File: src/rtl/core/imm_pkg.sv
// shared types and constants of the integer matrix multiplier
package imm_pkg;

    // width of the row and column index fields on the ports
    localparam int IDX_BITS = 3;
    // width of a dimension register and of the config data port
    localparam int DIM_BITS = 4;
    // width of the config register index
    localparam int CFG_IDX_BITS = 2;

    // request codes carried by req_type
    localparam logic [1:0] REQ_WRITE_A = 2'd0;
    localparam logic [1:0] REQ_WRITE_B = 2'd1;
    localparam logic [1:0] REQ_COMPUTE = 2'd2;

    // config register indexes
    localparam logic [CFG_IDX_BITS-1:0] CFG_ROWS_A    = 2'd0;
    localparam logic [CFG_IDX_BITS-1:0] CFG_INNER_DIM = 2'd1;
    localparam logic [CFG_IDX_BITS-1:0] CFG_COLS_B    = 2'd2;

    // commands from the controller to the datapath
    typedef struct packed {
        logic                wr_a;       // store elem_value into A
        logic                wr_b;       // store elem_value into B
        logic                rd_en;      // issue one multiply-accumulate step
        logic                first_k;    // first step of a result element
        logic                last_k;     // last step of a result element
        logic                zero;       // empty inner dimension, product forced to zero
        logic                last_elem;  // step belongs to the final result element
        logic [IDX_BITS-1:0] row;        // result row
        logic [IDX_BITS-1:0] col;        // result column
        logic [IDX_BITS-1:0] kk;         // position along the inner dimension
    } imm_cmd_t;

    // pipeline status from the datapath to the controller
    typedef struct packed {
        logic rd_valid;   // read data stage holds a step
        logic mul_valid;  // product stage holds a step
    } imm_status_t;

endpackage

File: src/rtl/core/imm_ram.sv
// generic single-write, single-read ram with registered read data
module imm_ram #(
    parameter int WIDTH = 32,
    parameter int DEPTH = 64
) (
    input  logic                                  clk,
    input  logic                                  wr_en,
    input  logic [((DEPTH > 1) ? $clog2(DEPTH) : 1)-1:0] wr_addr,
    input  logic [WIDTH-1:0]                      wr_data,
    input  logic                                  rd_en,
    input  logic [((DEPTH > 1) ? $clog2(DEPTH) : 1)-1:0] rd_addr,
    output logic [WIDTH-1:0]                      rd_data
);

    logic [WIDTH-1:0] mem [DEPTH];
    logic [WIDTH-1:0] rd_data_reg;

    // write port
    always_ff @(posedge clk)
    begin
        if (wr_en)
        begin
            mem[wr_addr] <= wr_data;
        end
    end

    // registered read port
    always_ff @(posedge clk)
    begin
        if (rd_en)
        begin
            rd_data_reg <= mem[rd_addr];
        end
    end

    assign rd_data = rd_data_reg;

endmodule

File: src/rtl/core/imm_datapath.sv
// operand stores, multiplier and accumulator of the matrix multiplier
module imm_datapath #(
    parameter int MAX_DIM    = 8,
    parameter int DATA_WIDTH = 32
) (
    input  logic                              clk,
    input  logic                              rst_n,
    input  imm_pkg::imm_cmd_t                 cmd,
    input  logic [imm_pkg::IDX_BITS-1:0]      row_index,
    input  logic [imm_pkg::IDX_BITS-1:0]      col_index,
    input  logic signed [31:0]                elem_value,
    output imm_pkg::imm_status_t              status,
    output logic                              out_strobe,
    output logic [imm_pkg::IDX_BITS-1:0]      out_row,
    output logic [imm_pkg::IDX_BITS-1:0]      out_col,
    output logic signed [31:0]                product_value,
    output logic                              last_out
);

    localparam int DEPTH  = MAX_DIM * MAX_DIM;
    localparam int ADDR_W = (DEPTH > 1) ? $clog2(DEPTH) : 1;

    logic [ADDR_W-1:0]     wr_addr;
    logic [ADDR_W-1:0]     a_addr;
    logic [ADDR_W-1:0]     b_addr;
    logic [DATA_WIDTH-1:0] a_data;
    logic [DATA_WIDTH-1:0] b_data;
    logic [DATA_WIDTH-1:0] mul_low;
    logic [DATA_WIDTH-1:0] acc_sum;

    // read stage flags
    logic                         rd_valid_reg;
    logic                         rd_first_reg;
    logic                         rd_last_k_reg;
    logic                         rd_zero_reg;
    logic                         rd_last_elem_reg;
    logic [imm_pkg::IDX_BITS-1:0] rd_row_reg;
    logic [imm_pkg::IDX_BITS-1:0] rd_col_reg;

    // product stage
    logic                         mul_valid_reg;
    logic                         mul_first_reg;
    logic                         mul_last_k_reg;
    logic                         mul_last_elem_reg;
    logic [imm_pkg::IDX_BITS-1:0] mul_row_reg;
    logic [imm_pkg::IDX_BITS-1:0] mul_col_reg;
    logic [DATA_WIDTH-1:0]        prod_reg;

    // accumulator and result register
    logic [DATA_WIDTH-1:0]        acc_reg;
    logic                         res_strobe_reg;
    logic                         res_last_reg;
    logic [imm_pkg::IDX_BITS-1:0] res_row_reg;
    logic [imm_pkg::IDX_BITS-1:0] res_col_reg;
    logic signed [DATA_WIDTH-1:0] res_value_reg;

    // store addresses, row-major with MAX_DIM entries per row
    assign wr_addr = ADDR_W'(row_index) * ADDR_W'(MAX_DIM) + ADDR_W'(col_index);
    assign a_addr  = ADDR_W'(cmd.row) * ADDR_W'(MAX_DIM) + ADDR_W'(cmd.kk);
    assign b_addr  = ADDR_W'(cmd.kk) * ADDR_W'(MAX_DIM) + ADDR_W'(cmd.col);

    imm_ram #(
        .WIDTH (DATA_WIDTH),
        .DEPTH (DEPTH)
    ) u_store_a (
        .clk     (clk),
        .wr_en   (cmd.wr_a),
        .wr_addr (wr_addr),
        .wr_data (elem_value[DATA_WIDTH-1:0]),
        .rd_en   (cmd.rd_en),
        .rd_addr (a_addr),
        .rd_data (a_data)
    );

    imm_ram #(
        .WIDTH (DATA_WIDTH),
        .DEPTH (DEPTH)
    ) u_store_b (
        .clk     (clk),
        .wr_en   (cmd.wr_b),
        .wr_addr (wr_addr),
        .wr_data (elem_value[DATA_WIDTH-1:0]),
        .rd_en   (cmd.rd_en),
        .rd_addr (b_addr),
        .rd_data (b_data)
    );

    // low half of the product is all that survives the wrap
    assign mul_low = a_data * b_data;

    // running sum restarts on the first step of each element
    assign acc_sum = mul_first_reg ? prod_reg : acc_reg + prod_reg;

    // stage valids and result strobe
    always_ff @(posedge clk or negedge rst_n)
    begin
        if (!rst_n)
        begin
            rd_valid_reg   <= 1'b0;
            mul_valid_reg  <= 1'b0;
            res_strobe_reg <= 1'b0;
        end
        else
        begin
            rd_valid_reg   <= cmd.rd_en;
            mul_valid_reg  <= rd_valid_reg;
            res_strobe_reg <= mul_valid_reg && mul_last_k_reg;
        end
    end

    // read stage payload
    always_ff @(posedge clk)
    begin
        if (cmd.rd_en)
        begin
            rd_first_reg     <= cmd.first_k;
            rd_last_k_reg    <= cmd.last_k;
            rd_zero_reg      <= cmd.zero;
            rd_last_elem_reg <= cmd.last_elem;
            rd_row_reg       <= cmd.row;
            rd_col_reg       <= cmd.col;
        end
    end

    // product stage payload
    always_ff @(posedge clk)
    begin
        if (rd_valid_reg)
        begin
            prod_reg          <= rd_zero_reg ? '0 : mul_low;
            mul_first_reg     <= rd_first_reg;
            mul_last_k_reg    <= rd_last_k_reg;
            mul_last_elem_reg <= rd_last_elem_reg;
            mul_row_reg       <= rd_row_reg;
            mul_col_reg       <= rd_col_reg;
        end
    end

    // accumulate and capture finished elements
    always_ff @(posedge clk)
    begin
        if (mul_valid_reg)
        begin
            acc_reg <= acc_sum;
            if (mul_last_k_reg)
            begin
                res_value_reg <= acc_sum;
                res_row_reg   <= mul_row_reg;
                res_col_reg   <= mul_col_reg;
                res_last_reg  <= mul_last_elem_reg;
            end
        end
    end

    assign status.rd_valid  = rd_valid_reg;
    assign status.mul_valid = mul_valid_reg;

    assign out_strobe    = res_strobe_reg;
    assign out_row       = res_row_reg;
    assign out_col       = res_col_reg;
    assign product_value = 32'(res_value_reg);
    assign last_out      = res_last_reg;

endmodule

File: config.mk
export PLATFORM = sky130hd
export DESIGN_NAME = imm_datapath
export DESIGN_NICKNAME = d
export VERILOG_FILES = /design/src/rtl/core/imm_pkg.sv /design/src/rtl/core/imm_ram.sv /design/src/rtl/core/imm_datapath.sv
export SDC_FILE = /design/constraint.sdc
export NUM_CORES = 2
export LEC_CHECK = 0
export BUFFER_PORTS_ARGS = -buffer_cell sky130_fd_sc_hd__clkbuf_2
export CAP_MARGIN = 15
export CELL_PAD_IN_SITES_DETAIL_PLACEMENT = 0
export CELL_PAD_IN_SITES_GLOBAL_PLACEMENT = 2
export CORE_MARGIN = 2
export CORE_UTILIZATION = 47
export CTS_CLUSTER_DIAMETER = 200
export CTS_CLUSTER_SIZE = 14
export DETAILED_ROUTE_END_ITERATION = 12
export PLACE_DENSITY = 0.8
export SLEW_MARGIN = 10
export SYNTH_ARGS = -nofsm -noshare
export SYNTH_HDL_FRONTEND = slang
export SYNTH_SLANG_ARGS = --single-unit
export TNS_END_PERCENT = 5
File: constraint.sdc
create_clock -name clk -period 9.2 [get_ports clk]
set_input_delay 1.84 -clock clk [delete_from_list [all_inputs] [get_ports clk]]
set_output_delay 1.84 -clock clk [all_outputs]
set_load 0.01 [all_outputs]
==> impl_metrics.env <==
export IMPL_h_tree_depth=5
export IMPL_required_ns=9.88
export IMPL_criticalPathCategory="reg -> reg"
export IMPL_synth_xor_area_frac=0.00539
export IMPL_synth_cell_type_count=65
export IMPL_cts_sinks=4285
export IMPL_post_cts_resized=0
export IMPL_final_antenna_net_count=0
export IMPL_synth_area_per_cell_um2=21.8
export IMPL_grtUsageTotal=0.237
export IMPL_powerDensity_nw_per_um2=344
export IMPL_drive_above_1_share=0.260
export IMPL_avgRoutedWirePerCell_um=33.5
export IMPL_final_cells=13500
export IMPL_io_pins=98
export IMPL_final_nets=9073
export IMPL_port_buffers=97
export IMPL_period_minus_slack_ns=7.69
export IMPL_clk_latency_ns=0.97
export IMPL_cts_hold_buf=0
export IMPL_endpoint_kind="flop"
export IMPL_finClkSkew_ns=0.0687
export IMPL_place_inst=13100
export IMPL_cts_buffers_inserted=344
export IMPL_start_util=0.472
export IMPL_rsz0062_at_grt="no"
export IMPL_outcome="finished clean"
export IMPL_grt_pass1_vias=86100
export IMPL_critPathArrivalTime_ns=8.38
export IMPL_finalWirelength_mm=453
export IMPL_routabilityCongestion=0.808
export IMPL_crit_family="adder cells"
export IMPL_maxCapViolCount=0
export IMPL_worst_pin_slew_ns=1.17
export IMPL_finalCritPeriodShare=0.836
export IMPL_synth_simple_area_share=0.0239
export IMPL_crit_buf_inv=3
export IMPL_cpPeakStageDelay_ns=1.03
export IMPL_clk_path_buf_depth=4
export IMPL_cts_setup_buffers=0
export IMPL_finalSetupViolations=0
export IMPL_yosysSeqAreaShare=0.720
export IMPL_dieHeight_um=621
export IMPL_reg_top3="u_store_a.mem (2048), u_store_b.mem (2048)"
export IMPL_crit_fanout=30
export IMPL_clkTransAtPathRegs_ns=0.08
export IMPL_holdCritPathClass="reg -> reg"
export IMPL_firstDrtPassIters=5
export IMPL_fp_coreArea_um2=379000
export IMPL_final_setup_tns_ns=0
export IMPL_startpoint_type="flop"
export IMPL_synthFlopType="edfxtp_1"
export IMPL_die_area_um2=385000
export IMPL_root_buffer="clkbuf_16"
export IMPL_p_leak_nw=62.6
export IMPL_crit_top_cell="fa_1"
export IMPL_hold_viol_final=0
export IMPL_via_per_inst=6.20
export IMPL_yosysWarnings=0
export IMPL_fmax_mhz=130
export IMPL_cpMaxStageDelayCell="edfxtp_1"
export IMPL_syn_area_um2=179000
export IMPL_drv_slew=0
export IMPL_yosys_mux_area_fraction=0.170
export IMPL_tritoncts="yes"
export IMPL_drt_initial_drc_count=11100
export IMPL_slew_headroom=0.223
export IMPL_hpwlAfterDp_mm=257
export IMPL_irDropWorstVdd_uv=2030
export IMPL_dr_total_vias=83800
export IMPL_antenna_found_initial=39
export IMPL_synthToLayoutAreaGrowth_pct=9.80
export IMPL_grt_max_degree=133
export IMPL_synth_edff_count=4282
export IMPL_r2r_slack_ns=1.51
export IMPL_synthAdderAreaFrac=0.0566
export IMPL_syn_inst=8178
export IMPL_crit_chain="nand2_1 > fa_1 > fa_1 > fa_1 > fa_1 > inv_1 > fa_1 > fa_1 > inv_1 > fa_1 > fa_1 > inv_1 > ha_1 > a21o_1 > a21o_1 > a21oi_1 > nor3b_1 > o21ai_0 > a31oi_1 > o21ai_0 > xnor2_1 > nor2_1"
export IMPL_synth_seq_cells=4285
export IMPL_drc=0
export IMPL_final_cell_mix="edfxtp_1 (4282), mux4_2 (1333), fa_1 (409)"
export IMPL_die_w_um=621
export IMPL_rows=226
export IMPL_grt_pass1_wl_mm=645
export IMPL_synth_fp_nets=8797
export IMPL_synth_compound_area_frac=0.00679
export IMPL_synth_top_family_by_area="multiplexers"
export IMPL_gr_total_overflow=0
export IMPL_synth_async_reset_ratio=0.000700
export IMPL_final_common_cell="edfxtp_1"
[metrics by stage]
step / utilization / setup WS (ns) / power, W / hold WS, ns / instance area [µm²]
floorplan: - / 2.32 / 0.0460 / 0.400 / 179000
global placement: 0.494 / 1.43 / 0.0545 / 0.402 / 187000
detailed placement: 0.494 / 1.50 / 0.0546 / 0.405 / 187000
CTS: 0.518 / 1.47 / 0.0679 / 0.407 / 196000
global route: 0.518 / 1.09 / 0.0719 / 0.402 / 196000
finish: 0.518 / 1.51 / 0.0675 / 0.417 / 196000
[cell usage after synthesis (5+ instances only)]
| cell type | count | area (µm²) |
|---|---|---|
| clkbuf_1 | 257 | 965 |
| nor2b_1 | 13 | 81.3 |
| nor3_1 | 8 | 40.0 |
| mux4_2 | 1333 | 30000 |
| a21oi_1 | 40 | 200 |
| xor2_1 | 31 | 272 |
| nand2_1 | 287 | 1080 |
| a31oi_1 | 5 | 31.3 |
| buf_1 | 49 | 184 |
| a211o_1 | 5 | 43.8 |
| nand3_1 | 14 | 70.1 |
| or3_1 | 5 | 31.3 |
| edfxtp_1 | 4282 | 129000 |
| nor2_1 | 192 | 721 |
| a21o_1 | 30 | 225 |
| inv_1 | 386 | 1450 |
| o21ai_0 | 67 | 335 |
| nand2b_1 | 7 | 43.8 |
| mux2i_1 | 13 | 130 |
| buf_2 | 106 | 531 |
| fa_1 | 409 | 8190 |
| o21a_1 | 7 | 52.6 |
| and2_1 | 309 | 1930 |
| mux2_2 | 13 | 146 |
| xnor2_1 | 79 | 692 |
| and3_1 | 6 | 37.5 |
| o31ai_1 | 6 | 45.0 |
| ha_1 | 154 | 1930 |
[report_power, final]
part	total (W)	switching, W	internal (W)
Clock	0.0133	0.00652	0.00680
Sequential	0.0228	0.000249	0.0226
Combinational	0.0314	0.0180	0.0134
[worst register-to-register path: cells and delay by family (launching register included)]
family                     cells  cell delay [ns]
adders and majority gates      9             4.35
AOI/OAI and AO/OA              6             1.30
DFF                            1             1.03
and+or+nand+nor                3             0.42
xor gates and xnor gates       1             0.17
buffers and inverters          3             0.15
[worst paths after layout]
| kind | startpoint | endpoint | depth (start not counted) |
|---|---|---|---|
| setup reg to reg | u_store_b.rd_data[2]$_DFFE_PP_ | prod_reg[31]$_SDFFCE_PP0P_ | 22 |
| setup / recovery | u_store_b.rd_data[2]$_DFFE_PP_ | prod_reg[31]$_SDFFCE_PP0P_ | 22 |
| max in group asynchronous | rst_n | rd_valid_reg$_DFF_PN0_ | 1 |
| hold / removal | rd_row_reg[2]$_DFFE_PP_ | mul_row_reg[2]$_DFFE_PP_ | 0 |
| min in group asynchronous | rst_n | mul_valid_reg$_DFF_PN0_ | 1 |
| hold reg to reg | rd_row_reg[2]$_DFFE_PP_ | mul_row_reg[2]$_DFFE_PP_ | 0 |
[area by class of cell]
type                       instances  area [µm²]
timing repair buffer             345        2770
clock buffer                     358        8850
sequential                      4285      129000
multi-input combinational       3092       47800
antenna                           17        42.5
fill                           28700      182000
tap                             5016        6280
clock inverter                    19         294
inverter                         386        1450
[logic make-up after synthesis]
| logic type | count (synthesis) |
|---|---|
| AOI/OAI and AO/OA | 190 |
| buffers and inverters | 801 |
| muxes | 1359 |
| adders and majority gates | 563 |
| DFF | 4285 |
| and+or+nand+nor | 870 |
| xor gates and xnor gates | 110 |
[layer usage]
metal | GRT usage | vias up | routed length (µm)
li1 | - | 33300 | -
met1 | 0.329 | 45900 | 176000
met2 | 0.392 | 3929 | 226000
met3 | 0.0366 | 594 | 37900
met4 | 0.0649 | 10 | 13100
met5 | 0 | - | 71
No activity file was read; power rests on OpenSTA's default activity.
