### config.mk
export PLATFORM = sky130hd
export DESIGN_NAME = imm_ctrl
export DESIGN_NICKNAME = d
export VERILOG_FILES = /design/src/rtl/core/imm_pkg.sv /design/src/rtl/core/imm_ctrl.sv
export SDC_FILE = /design/constraint.sdc
export NUM_CORES = 1
export LEC_CHECK = 0
export BUFFER_PORTS_ARGS = -buffer_cell sky130_fd_sc_hd__buf_2
export CORE_MARGIN = 2
export CORE_UTILIZATION = 47
export CTS_BUF_LIST = sky130_fd_sc_hd__clkbuf_16
export DETAILED_ROUTE_END_ITERATION = 12
export PLACE_DENSITY_LB_ADDON = 0.1
export SETUP_SLACK_MARGIN = 0.3
export SLEW_MARGIN = 25
export SYNTH_ARGS = -nofsm -noshare
export SYNTH_HDL_FRONTEND = slang
export SYNTH_SLANG_ARGS = --single-unit
### constraint.sdc
create_clock -name clk -period 2.84 [get_ports clk]
set_input_delay 0.426 -clock clk [delete_from_list [all_inputs] [get_ports clk]]
set_output_delay 0.426 -clock clk [all_outputs]
set_load 0.005 [all_outputs]
### src/rtl/core/imm_pkg.sv
// shared types and constants of the integer matrix multiplier
package imm_pkg;

    // width of the row and column index fields on the ports
    localparam int IDX_BITS = 3;
    // width of a dimension register and of the config data port
    localparam int DIM_BITS = 4;
    // width of the config register index
    localparam int CFG_IDX_BITS = 2;

    // request codes carried by req_type
    localparam logic [1:0] REQ_WRITE_A = 2'd0;
    localparam logic [1:0] REQ_WRITE_B = 2'd1;
    localparam logic [1:0] REQ_COMPUTE = 2'd2;

    // config register indexes
    localparam logic [CFG_IDX_BITS-1:0] CFG_ROWS_A    = 2'd0;
    localparam logic [CFG_IDX_BITS-1:0] CFG_INNER_DIM = 2'd1;
    localparam logic [CFG_IDX_BITS-1:0] CFG_COLS_B    = 2'd2;

    // commands from the controller to the datapath
    typedef struct packed {
        logic                wr_a;       // store elem_value into A
        logic                wr_b;       // store elem_value into B
        logic                rd_en;      // issue one multiply-accumulate step
        logic                first_k;    // first step of a result element
        logic                last_k;     // last step of a result element
        logic                zero;       // empty inner dimension, product forced to zero
        logic                last_elem;  // step belongs to the final result element
        logic [IDX_BITS-1:0] row;        // result row
        logic [IDX_BITS-1:0] col;        // result column
        logic [IDX_BITS-1:0] kk;         // position along the inner dimension
    } imm_cmd_t;

    // pipeline status from the datapath to the controller
    typedef struct packed {
        logic rd_valid;   // read data stage holds a step
        logic mul_valid;  // product stage holds a step
    } imm_status_t;

endpackage

### src/rtl/core/imm_ctrl.sv
// controller: accepts transactions and sequences the multiply-accumulate steps
module imm_ctrl #(
    parameter int MAX_DIM = 8
) (
    input  logic                              clk,
    input  logic                              rst_n,
    input  logic                              start,
    input  logic [1:0]                        req_type,
    input  logic [imm_pkg::IDX_BITS-1:0]      row_index,
    input  logic [imm_pkg::IDX_BITS-1:0]      col_index,
    input  logic [imm_pkg::DIM_BITS-1:0]      rows_a,
    input  logic [imm_pkg::DIM_BITS-1:0]      inner_dim,
    input  logic [imm_pkg::DIM_BITS-1:0]      cols_b,
    input  imm_pkg::imm_status_t              status,
    output imm_pkg::imm_cmd_t                 cmd,
    output logic                              busy
);

    localparam int IDX_W = (MAX_DIM > 1) ? $clog2(MAX_DIM) : 1;
    localparam int DIM_W = $clog2(MAX_DIM + 1);

    localparam logic [1:0] ST_IDLE  = 2'd0;
    localparam logic [1:0] ST_RUN   = 2'd1;
    localparam logic [1:0] ST_DRAIN = 2'd2;

    logic [1:0]       state_reg;
    logic [1:0]       state_next;
    logic [IDX_W-1:0] i_reg;
    logic [IDX_W-1:0] i_next;
    logic [IDX_W-1:0] j_reg;
    logic [IDX_W-1:0] j_next;
    logic [IDX_W-1:0] k_reg;
    logic [IDX_W-1:0] k_next;

    logic [DIM_W-1:0] nr;
    logic [DIM_W-1:0] nk;
    logic [DIM_W-1:0] nc;
    logic [DIM_W-1:0] k_lim;
    logic             accept;
    logic             in_range;
    logic             i_last;
    logic             j_last;
    logic             k_last;

    // dimensions saturate at MAX_DIM
    assign nr = (rows_a > imm_pkg::DIM_BITS'(MAX_DIM)) ? DIM_W'(MAX_DIM) : DIM_W'(rows_a);
    assign nk = (inner_dim > imm_pkg::DIM_BITS'(MAX_DIM)) ? DIM_W'(MAX_DIM)
                                                          : DIM_W'(inner_dim);
    assign nc = (cols_b > imm_pkg::DIM_BITS'(MAX_DIM)) ? DIM_W'(MAX_DIM) : DIM_W'(cols_b);

    // an empty inner dimension still takes one step, with the product forced to zero
    assign k_lim = (nk == '0) ? DIM_W'(1) : nk;

    assign i_last = (DIM_W'(i_reg) + DIM_W'(1)) == nr;
    assign j_last = (DIM_W'(j_reg) + DIM_W'(1)) == nc;
    assign k_last = (DIM_W'(k_reg) + DIM_W'(1)) == k_lim;

    assign busy     = (state_reg != ST_IDLE);
    assign accept   = start && !busy;
    assign in_range = (int'(row_index) < MAX_DIM) && (int'(col_index) < MAX_DIM);

    // store writes go straight through in the accepting cycle
    assign cmd.wr_a = accept && (req_type == imm_pkg::REQ_WRITE_A) && in_range;
    assign cmd.wr_b = accept && (req_type == imm_pkg::REQ_WRITE_B) && in_range;

    // step commands while running
    assign cmd.rd_en     = (state_reg == ST_RUN);
    assign cmd.first_k   = (k_reg == '0);
    assign cmd.last_k    = k_last;
    assign cmd.zero      = (nk == '0);
    assign cmd.last_elem = k_last && j_last && i_last;
    assign cmd.row       = imm_pkg::IDX_BITS'(i_reg);
    assign cmd.col       = imm_pkg::IDX_BITS'(j_reg);
    assign cmd.kk        = imm_pkg::IDX_BITS'(k_reg);

    // next state and loop counters
    always_comb
    begin
        state_next = state_reg;
        i_next     = i_reg;
        j_next     = j_reg;
        k_next     = k_reg;
        unique case (state_reg)
            ST_IDLE:
            begin
                if (accept && (req_type == imm_pkg::REQ_COMPUTE) && (nr != '0) && (nc != '0))
                begin
                    state_next = ST_RUN;
                    i_next     = '0;
                    j_next     = '0;
                    k_next     = '0;
                end
            end
            ST_RUN:
            begin
                if (k_last)
                begin
                    k_next = '0;
                    if (j_last)
                    begin
                        j_next = '0;
                        if (i_last)
                        begin
                            state_next = ST_DRAIN;
                        end
                        else
                        begin
                            i_next = i_reg + IDX_W'(1);
                        end
                    end
                    else
                    begin
                        j_next = j_reg + IDX_W'(1);
                    end
                end
                else
                begin
                    k_next = k_reg + IDX_W'(1);
                end
            end
            ST_DRAIN:
            begin
                if (!status.rd_valid && !status.mul_valid)
                begin
                    state_next = ST_IDLE;
                end
            end
            default:
            begin
                state_next = ST_IDLE;
            end
        endcase
    end

    // state and counter registers
    always_ff @(posedge clk or negedge rst_n)
    begin
        if (!rst_n)
        begin
            state_reg <= ST_IDLE;
            i_reg     <= '0;
            j_reg     <= '0;
            k_reg     <= '0;
        end
        else
        begin
            state_reg <= state_next;
            i_reg     <= i_next;
            j_reg     <= j_next;
            k_reg     <= k_next;
        end
    end

endmodule

==> results of run 1 <==
-- metal layers --
metal / up-vias / GRT usage [%]
met5: - / 0
met4: 0 / 12.50
met3: 4 / 3.636
met2: 23 / 35.09
met1: 483 / 28.27
li1: 502 / -
-- power groups by stage --
stage | registers, uW | logic [uW] | clock network (uW)
detailed placement | 297 | 571 | 0
floorplan | 288 | 419 | 0
global placement | 294 | 559 | 0
finish | 302 | 665 | 254
global route | 316 | 747 | 266
CTS | 297 | 606 | 260
-- cells in the final DEF, fill, tap and decap left out, types with 3 or more instances in the layout --
cell       synthesis  final
o22ai_1            4      4
nor2_1             8      8
buf_4              2      3
nand2_1            8      7
nor4_1             4      4
nand2b_1           6      6
clkbuf_16          0      3
dfrtp_1           11      9
o21ai_0            3      3
inv_1              7      8
buf_2              1     35
a21oi_1            3      3
nor2b_1            3      3
-- cell families (layout without fill, tap and decap cells) --
kind of cell | after synthesis | count (layout) | synth area share, %
AO/OA/AOI/OAI | 34 | 34 | 28.91
AND/OR/NAND/NOR | 44 | 44 | 25.91
buffers and inverters | 10 | 49 | 4.630
flip-flops | 11 | 11 | 27.53
XOR/XNOR | 4 | 4 | 4.881
adder cells (fa/ha/maj) | 4 | 4 | 5.006
multiplexers | 3 | 3 | 3.129
-- path summary, 6_finish.rpt --
check | from | endpoint | slack [ns] | cells past startpoint
max | k_reg[0]$_DFFE_PN0P_ | cmd[9] | 0.44 | 8
min | rst_n | j_reg[1]$_DFFE_PN0P_ | 0.06 | 1
max reg2reg | k_reg[0]$_DFFE_PN0P_ | i_reg[0]$_DFFE_PN0P_ | 0.66 | 8
min reg2reg | i_reg[1]$_DFFE_PN0P_ | i_reg[1]$_DFFE_PN0P_ | 0.56 | 1
max in group asynchronous | rst_n | k_reg[0]$_DFFE_PN0P_ | 2.55 | 1
min in group clk | status[1] | state_reg[1]$_DFFE_PN0P_ | 0.45 | 3
-- repair_timing --
item / in CTS / in global routing
hold buffers: 0 / 0
endpoints found under the setup margin: 1 / 1
buffers inserted: 0 / 3
gates resized for setup: 5 / 6
pin swaps: 0 / 5
-- through the flow --
step           cells  instance area (sq um)
2_1_floorplan    110                  999.7
3_3_place_gp     169                   1189
3_5_place_dp     169                   1189
4_1_cts          173                   1291
5_1_grt          176                   1343
6_report         176                   1343
-- cell type report --
cell class	count	area [sq um]	share of cell area (%)
Clock buffer	3	75.07	5.592
Multi-Input combinational cell	89	728.2	54.24
Sequential cell	11	277.8	20.69
Timing Repair Buffer	38	197.7	14.73
Tap cell	27	33.78	2.516
Inverter	7	26.28	1.957
Clock inverter	1	3.754	0.2796
==> flow_metrics.env, run 1 <==
export IMPL_syn_area_sq_um=999.7
export IMPL_numCtsBuffers=3
export IMPL_drv_cap=0
export IMPL_clock_sinks=11
export IMPL_start_util_pct=50.44
export IMPL_cp_top_family="compound AO/OA/AOI/OAI gates"
export IMPL_htreeDepth=1
export IMPL_post_dp_hpwl_um=1863
export IMPL_post_place_ws_ns=0.4451
export IMPL_p_per_area_nw_per_um2=909.5
export IMPL_cp_slowest_cell="dfrtp_2"
export IMPL_clkPwrFrac_pct=20.8
export IMPL_num_rows=16
export IMPL_final_setup_skew_ns=0.002744
export IMPL_max_clock_path_buffers=2
export IMPL_met3_length_um=121
export IMPL_grt_pass1_vias=947
export IMPL_crit_chain="inv_1 -> ha_1 -> inv_1 -> a32oi_1 -> o32ai_2 -> o21a_1 -> and4_4 -> buf_2"
export IMPL_setup_ws_ns=0.4385
export IMPL_period_share_pct=84.56
export IMPL_hold_violations=0
export IMPL_holdWs_ns=0.05506
export IMPL_firstDrtPassIters=4
export IMPL_crit_path_start_kind="flip-flop"
export IMPL_slowest_delay_ns=0.41
export IMPL_cp_max_fo=6
export IMPL_grt_pass1_wl_um=4215
export IMPL_wl_met1_um=1106
export IMPL_grt_max_degree=12
export IMPL_finalSetupViolCount=0
export IMPL_status="complete, no violations"
export IMPL_gp_congestion=0.7237
export IMPL_endpoint_kind="output pin"
export IMPL_die_area_sq_um=2512
export IMPL_required_ns=2.41
export IMPL_synthTopCellsByArea="dfrtp_1, ha_1, nand2b_1, nand2_1, nor2_1"
export IMPL_synth_cell_types=52
export IMPL_fin_util_pct=67.74
export IMPL_clk_latency_ns=0.24
export IMPL_die_w_um=50.12
export IMPL_p_leak_uw=0.0006261
export IMPL_ys_flop_type="dfrtp_1"
export IMPL_synth_most_common_cell="dfrtp_1"
export IMPL_worst_setup_path_type="flip-flop to output pin"
export IMPL_seq_area_frac_synth_pct=27.53
export IMPL_rsz0062_at_grt="false"
export IMPL_ys_async_sr_fraction_pct=100.0
export IMPL_period_needed_ns=2.401
export IMPL_worstMarginPinSlew_ns=0.4514
export IMPL_area_delta_synth_final_pct=34.29
export IMPL_core_sq_um=1982
export IMPL_wl_per_cell_um=14.01
export IMPL_drtIter0Drc=19
export IMPL_vias_per_cell=5.750
export IMPL_ir_drop_uv=615.2
export IMPL_ant_nets=0
export IMPL_synth_edf_count=0
export IMPL_cts_tree="built"
export IMPL_synth_top_cells_by_count="dfrtp_1, nand2_1, nor2_1"
export IMPL_highest_signal_layer="met4"
export IMPL_nets=179
export IMPL_wl_met2_um=1181
export IMPL_num_antenna_cells=0
export IMPL_worst_path_most_repeated_cell="inv_1"
export IMPL_switching_share_pct=40.24
export IMPL_syn_instance_count=110
export IMPL_grt_util_all_layers_pct=22.15
export IMPL_drive_gt1_share_pct=41.61
export IMPL_slew_violations=0
export IMPL_fillCellCount=156
export IMPL_cp_num_buf_inv=3
export IMPL_synth_seq_cells=11
export IMPL_wirelength_um=2466
export IMPL_drc_errors=0
export IMPL_combPwrFrac_pct=54.5
export IMPL_finalPower_uw=1221
export IMPL_yosys_warnings=0
export IMPL_syn_num_nets=139
export IMPL_internal_power_uw=729.7
export IMPL_syn_area_per_cell_sq_um=9.088
export IMPL_relSlewSlack_pct=69.91
export IMPL_gr_total_overflow=0
export IMPL_switching_power_uw=491.3
export IMPL_hold_path_class="primary input to asynchronous set/reset pin"
export IMPL_port_buffers=35
export IMPL_worstPathArrival_ns=1.98
export IMPL_path_clk_slew_ns=0.04
export IMPL_die_y_um=50.12
export IMPL_fmax_mhz=416.4
export IMPL_io_pins=42
export IMPL_yosys_area_top_type="dfrtp_1"
export IMPL_fin_tns_setup_ns=0
export IMPL_cts_root_buf="clkbuf_16"
export IMPL_dr_total_vias=1012
export IMPL_synth_top_area_share_pct=27.53
export IMPL_antenna_found_initial=0
export IMPL_seq_power_share_pct=24.7
Power figures use the tool's default switching activity.
==> inputs of run 2 (changes only) <==
Settings changed: ABC_AREA set to 1, CORE_UTILIZATION 47 to 44.
Clock period 2.84 ns to 2.18 ns, I/O delays scaled along.
==> run 2 against run 1 <==
Effect of this change: global-route usage fell by 1.8 points; flip-flop and latch count did not move; non-clock buffer count rose by 11; register-to-register slack got worse by 0.23 ns; sequential power rose by 23%; synthesized cell count rose by 51%; via count rose by 21%; die area rose by 17%; synthesized area rose by 11%; sequential share of layout area fell by 2.9 points; first-iteration DRC count fell by 5.3%.
==> flow_metrics.env, run 2 <==
export IMPL_slew_violations=0
export IMPL_gr_total_overflow=0
export IMPL_grt_pass1_vias=1090
export IMPL_rsz0062_at_grt="true"
export IMPL_synth_top_cells_by_count="nand2_1, inv_1, nand3_1"
export IMPL_drive_gt1_share_pct=44.91
export IMPL_yosys_warnings=0
export IMPL_finalSetupViolCount=0
export IMPL_firstDrtPassIters=4
export IMPL_post_dp_hpwl_um=2109
export IMPL_grt_pass1_wl_um=4409
export IMPL_synthTopCellsByArea="dfrtp_1, nand2_1, inv_1, nand3_1, nand2_2"
export IMPL_area_delta_synth_final_pct=39.89
export IMPL_num_rows=18
export IMPL_numCtsBuffers=3
export IMPL_grt_max_degree=12
export IMPL_seq_power_share_pct=18.7
export IMPL_syn_area_sq_um=1114
export IMPL_htreeDepth=1
export IMPL_port_buffers=35
export IMPL_required_ns=1.85
export IMPL_switching_power_uw=900.6
export IMPL_start_util_pct=45.78
export IMPL_worstMarginPinSlew_ns=0.4317
export IMPL_internal_power_uw=1079
export IMPL_die_area_sq_um=2949
export IMPL_clk_latency_ns=0.24
export IMPL_num_antenna_cells=0
export IMPL_io_pins=42
export IMPL_combPwrFrac_pct=64.3
export IMPL_path_clk_slew_ns=0.04
export IMPL_setup_ws_ns=0.2493
export IMPL_cts_tree="built"
export IMPL_clkPwrFrac_pct=17.0
export IMPL_drc_errors=0
export IMPL_synth_most_common_cell="nand2_1"
export IMPL_wirelength_um=2807
export IMPL_max_clock_path_buffers=2
export IMPL_ys_async_sr_fraction_pct=100.0
export IMPL_synth_edf_count=0
export IMPL_hold_violations=0
export IMPL_antenna_found_initial=0
export IMPL_ys_flop_type="dfrtp_1"
export IMPL_worstPathArrival_ns=1.60
export IMPL_nets=246
export IMPL_ant_nets=0
export IMPL_worst_setup_path_type="flip-flop to output pin"
export IMPL_endpoint_kind="output pin"
export IMPL_syn_num_nets=195
export IMPL_fin_tns_setup_ns=0
export IMPL_period_needed_ns=1.931
export IMPL_syn_instance_count=166
export IMPL_die_y_um=54.31
export IMPL_core_sq_um=2432
export IMPL_switching_share_pct=45.49
export IMPL_wl_per_cell_um=11.41
export IMPL_final_cell_mix="nand2_1, buf_2, inv_1"
export IMPL_syn_area_per_cell_sq_um=6.708
export IMPL_drv_cap=0
export IMPL_synth_top_area_share_pct=24.72
export IMPL_final_setup_skew_ns=0.001673
export IMPL_relSlewSlack_pct=71.15
export IMPL_grt_util_all_layers_pct=20.39
export IMPL_p_per_area_nw_per_um2=1271
export IMPL_post_place_ws_ns=0.2264
export IMPL_seq_area_frac_synth_pct=24.72
export IMPL_vias_per_cell=4.992
export IMPL_synth_seq_cells=11
export IMPL_die_w_um=54.31
export IMPL_fmax_mhz=518.0
export IMPL_cts_root_buf="clkbuf_16"
export IMPL_p_leak_uw=0.0008576
export IMPL_synth_cell_types=29
export IMPL_dr_total_vias=1228
export IMPL_hold_path_class="primary input to flip-flop"
export IMPL_drtIter0Drc=18
export IMPL_gp_congestion=0.8148
export IMPL_period_share_pct=88.56
export IMPL_cp_max_fo=3
export IMPL_yosys_area_top_type="dfrtp_1"
export IMPL_final_common_cell="nand2_1"
export IMPL_clock_sinks=11
export IMPL_status="complete, no violations"
export IMPL_holdWs_ns=0.3466
export IMPL_crit_path_start_kind="flip-flop"
export IMPL_ir_drop_uv=913.6
run 2: metal layers:
metal | GRT usage (%) | share of wire [%] | up-vias
met4 | 8.750 | 1.7 | 0
met1 | 24.24 | 45 | 556
met2 | 36.55 | 50 | 31
met3 | 2.459 | 3.8 | 7
li1 | - | - | 634
met5 | 0 | 0 | -
run 2: stage by stage:
| step | utilization, % | instance area [sq um] | instances | total power (uW) |
|---|---|---|---|---|
| after detailed placement | 53.45 | 1300 | 228 | 1363 |
| after global placement | 53.45 | 1300 | 228 | 1334 |
| final | 64.04 | 1558 | 246 | 1980 |
| after floorplan | - | 1114 | 166 | 1130 |
| after global routing | 64.04 | 1558 | 246 | 2136 |
| after CTS | 62.45 | 1519 | 243 | 1919 |
run 2: power by group through the flow:
stage	combinational [uW]	sequential (uW)	clock, uW
2_1_floorplan	742	388	0
3_3_place_gp	937	398	0
3_5_place_dp	960	403	0
4_1_cts	1210	367	343
5_1_grt	1410	383	348
6_report	1270	370	336
run 2: cells by family (layout without fill, tap and decap cells):
logic type / count (synthesis) / after routing / share of synthesized area, %
adders and majority gates: 4 / 4 / 4.495
and+or+nand+nor: 100 / 100 / 47.08
buffers and inverters: 34 / 84 / 12.81
AOI/OAI and AO/OA: 16 / 16 / 10.11
xor gates and xnor gates: 1 / 1 / 0.7867
DFF: 11 / 11 / 24.72
run 2: timing repair:
action                     CTS  global route
gates resized for setup     16             4
hold buffers                 1             0
setup buffers               10             3
hold endpoints to repair    11             0
pin swaps                    5             3
gates cloned                 0             0
setup endpoints to repair    3             4
run 2: path summary, 6_finish.rpt:
kind / cells past startpoint / endpoint / start / slack (ns)
min reg2reg: 2 / state_reg[0]$_DFFE_PN0P_ / state_reg[0]$_DFFE_PN0P_ / 0.54
max in group asynchronous: 2 / k_reg[0]$_DFFE_PN0P_ / rst_n / 1.44
min in group asynchronous: 2 / state_reg[0]$_DFFE_PN0P_ / rst_n / 0.51
max reg2reg: 13 / i_reg[0]$_DFFE_PN0P_ / k_reg[0]$_DFFE_PN0P_ / 0.43
min: 3 / state_reg[1]$_DFFE_PN0P_ / status[1] / 0.35
max: 8 / cmd[9] / i_reg[1]$_DFFE_PN0P_ / 0.25
run 2: worst max-delay path, stage by stage, from the launching register on:
cell and delay [ns]:
dfrtp_1 0.40, ha_1 0.28, inv_1 0.06, nand3_1 0.07, nand2_1 0.06, nor2_2 0.11
nand3_2 0.09, nor3_2 0.16, buf_2 0.13
run 2: cell type report:
class / count / area [sq um]
Clock buffer: 3 / 75.07
Clock inverter: 1 / 3.754
Fill cell: 223 / 874.6
Inverter: 31 / 116.4
Multi-Input combinational cell: 121 / 755.7
Sequential cell: 11 / 276.5
Tap cell: 30 / 37.54
Timing Repair Buffer: 49 / 292.8
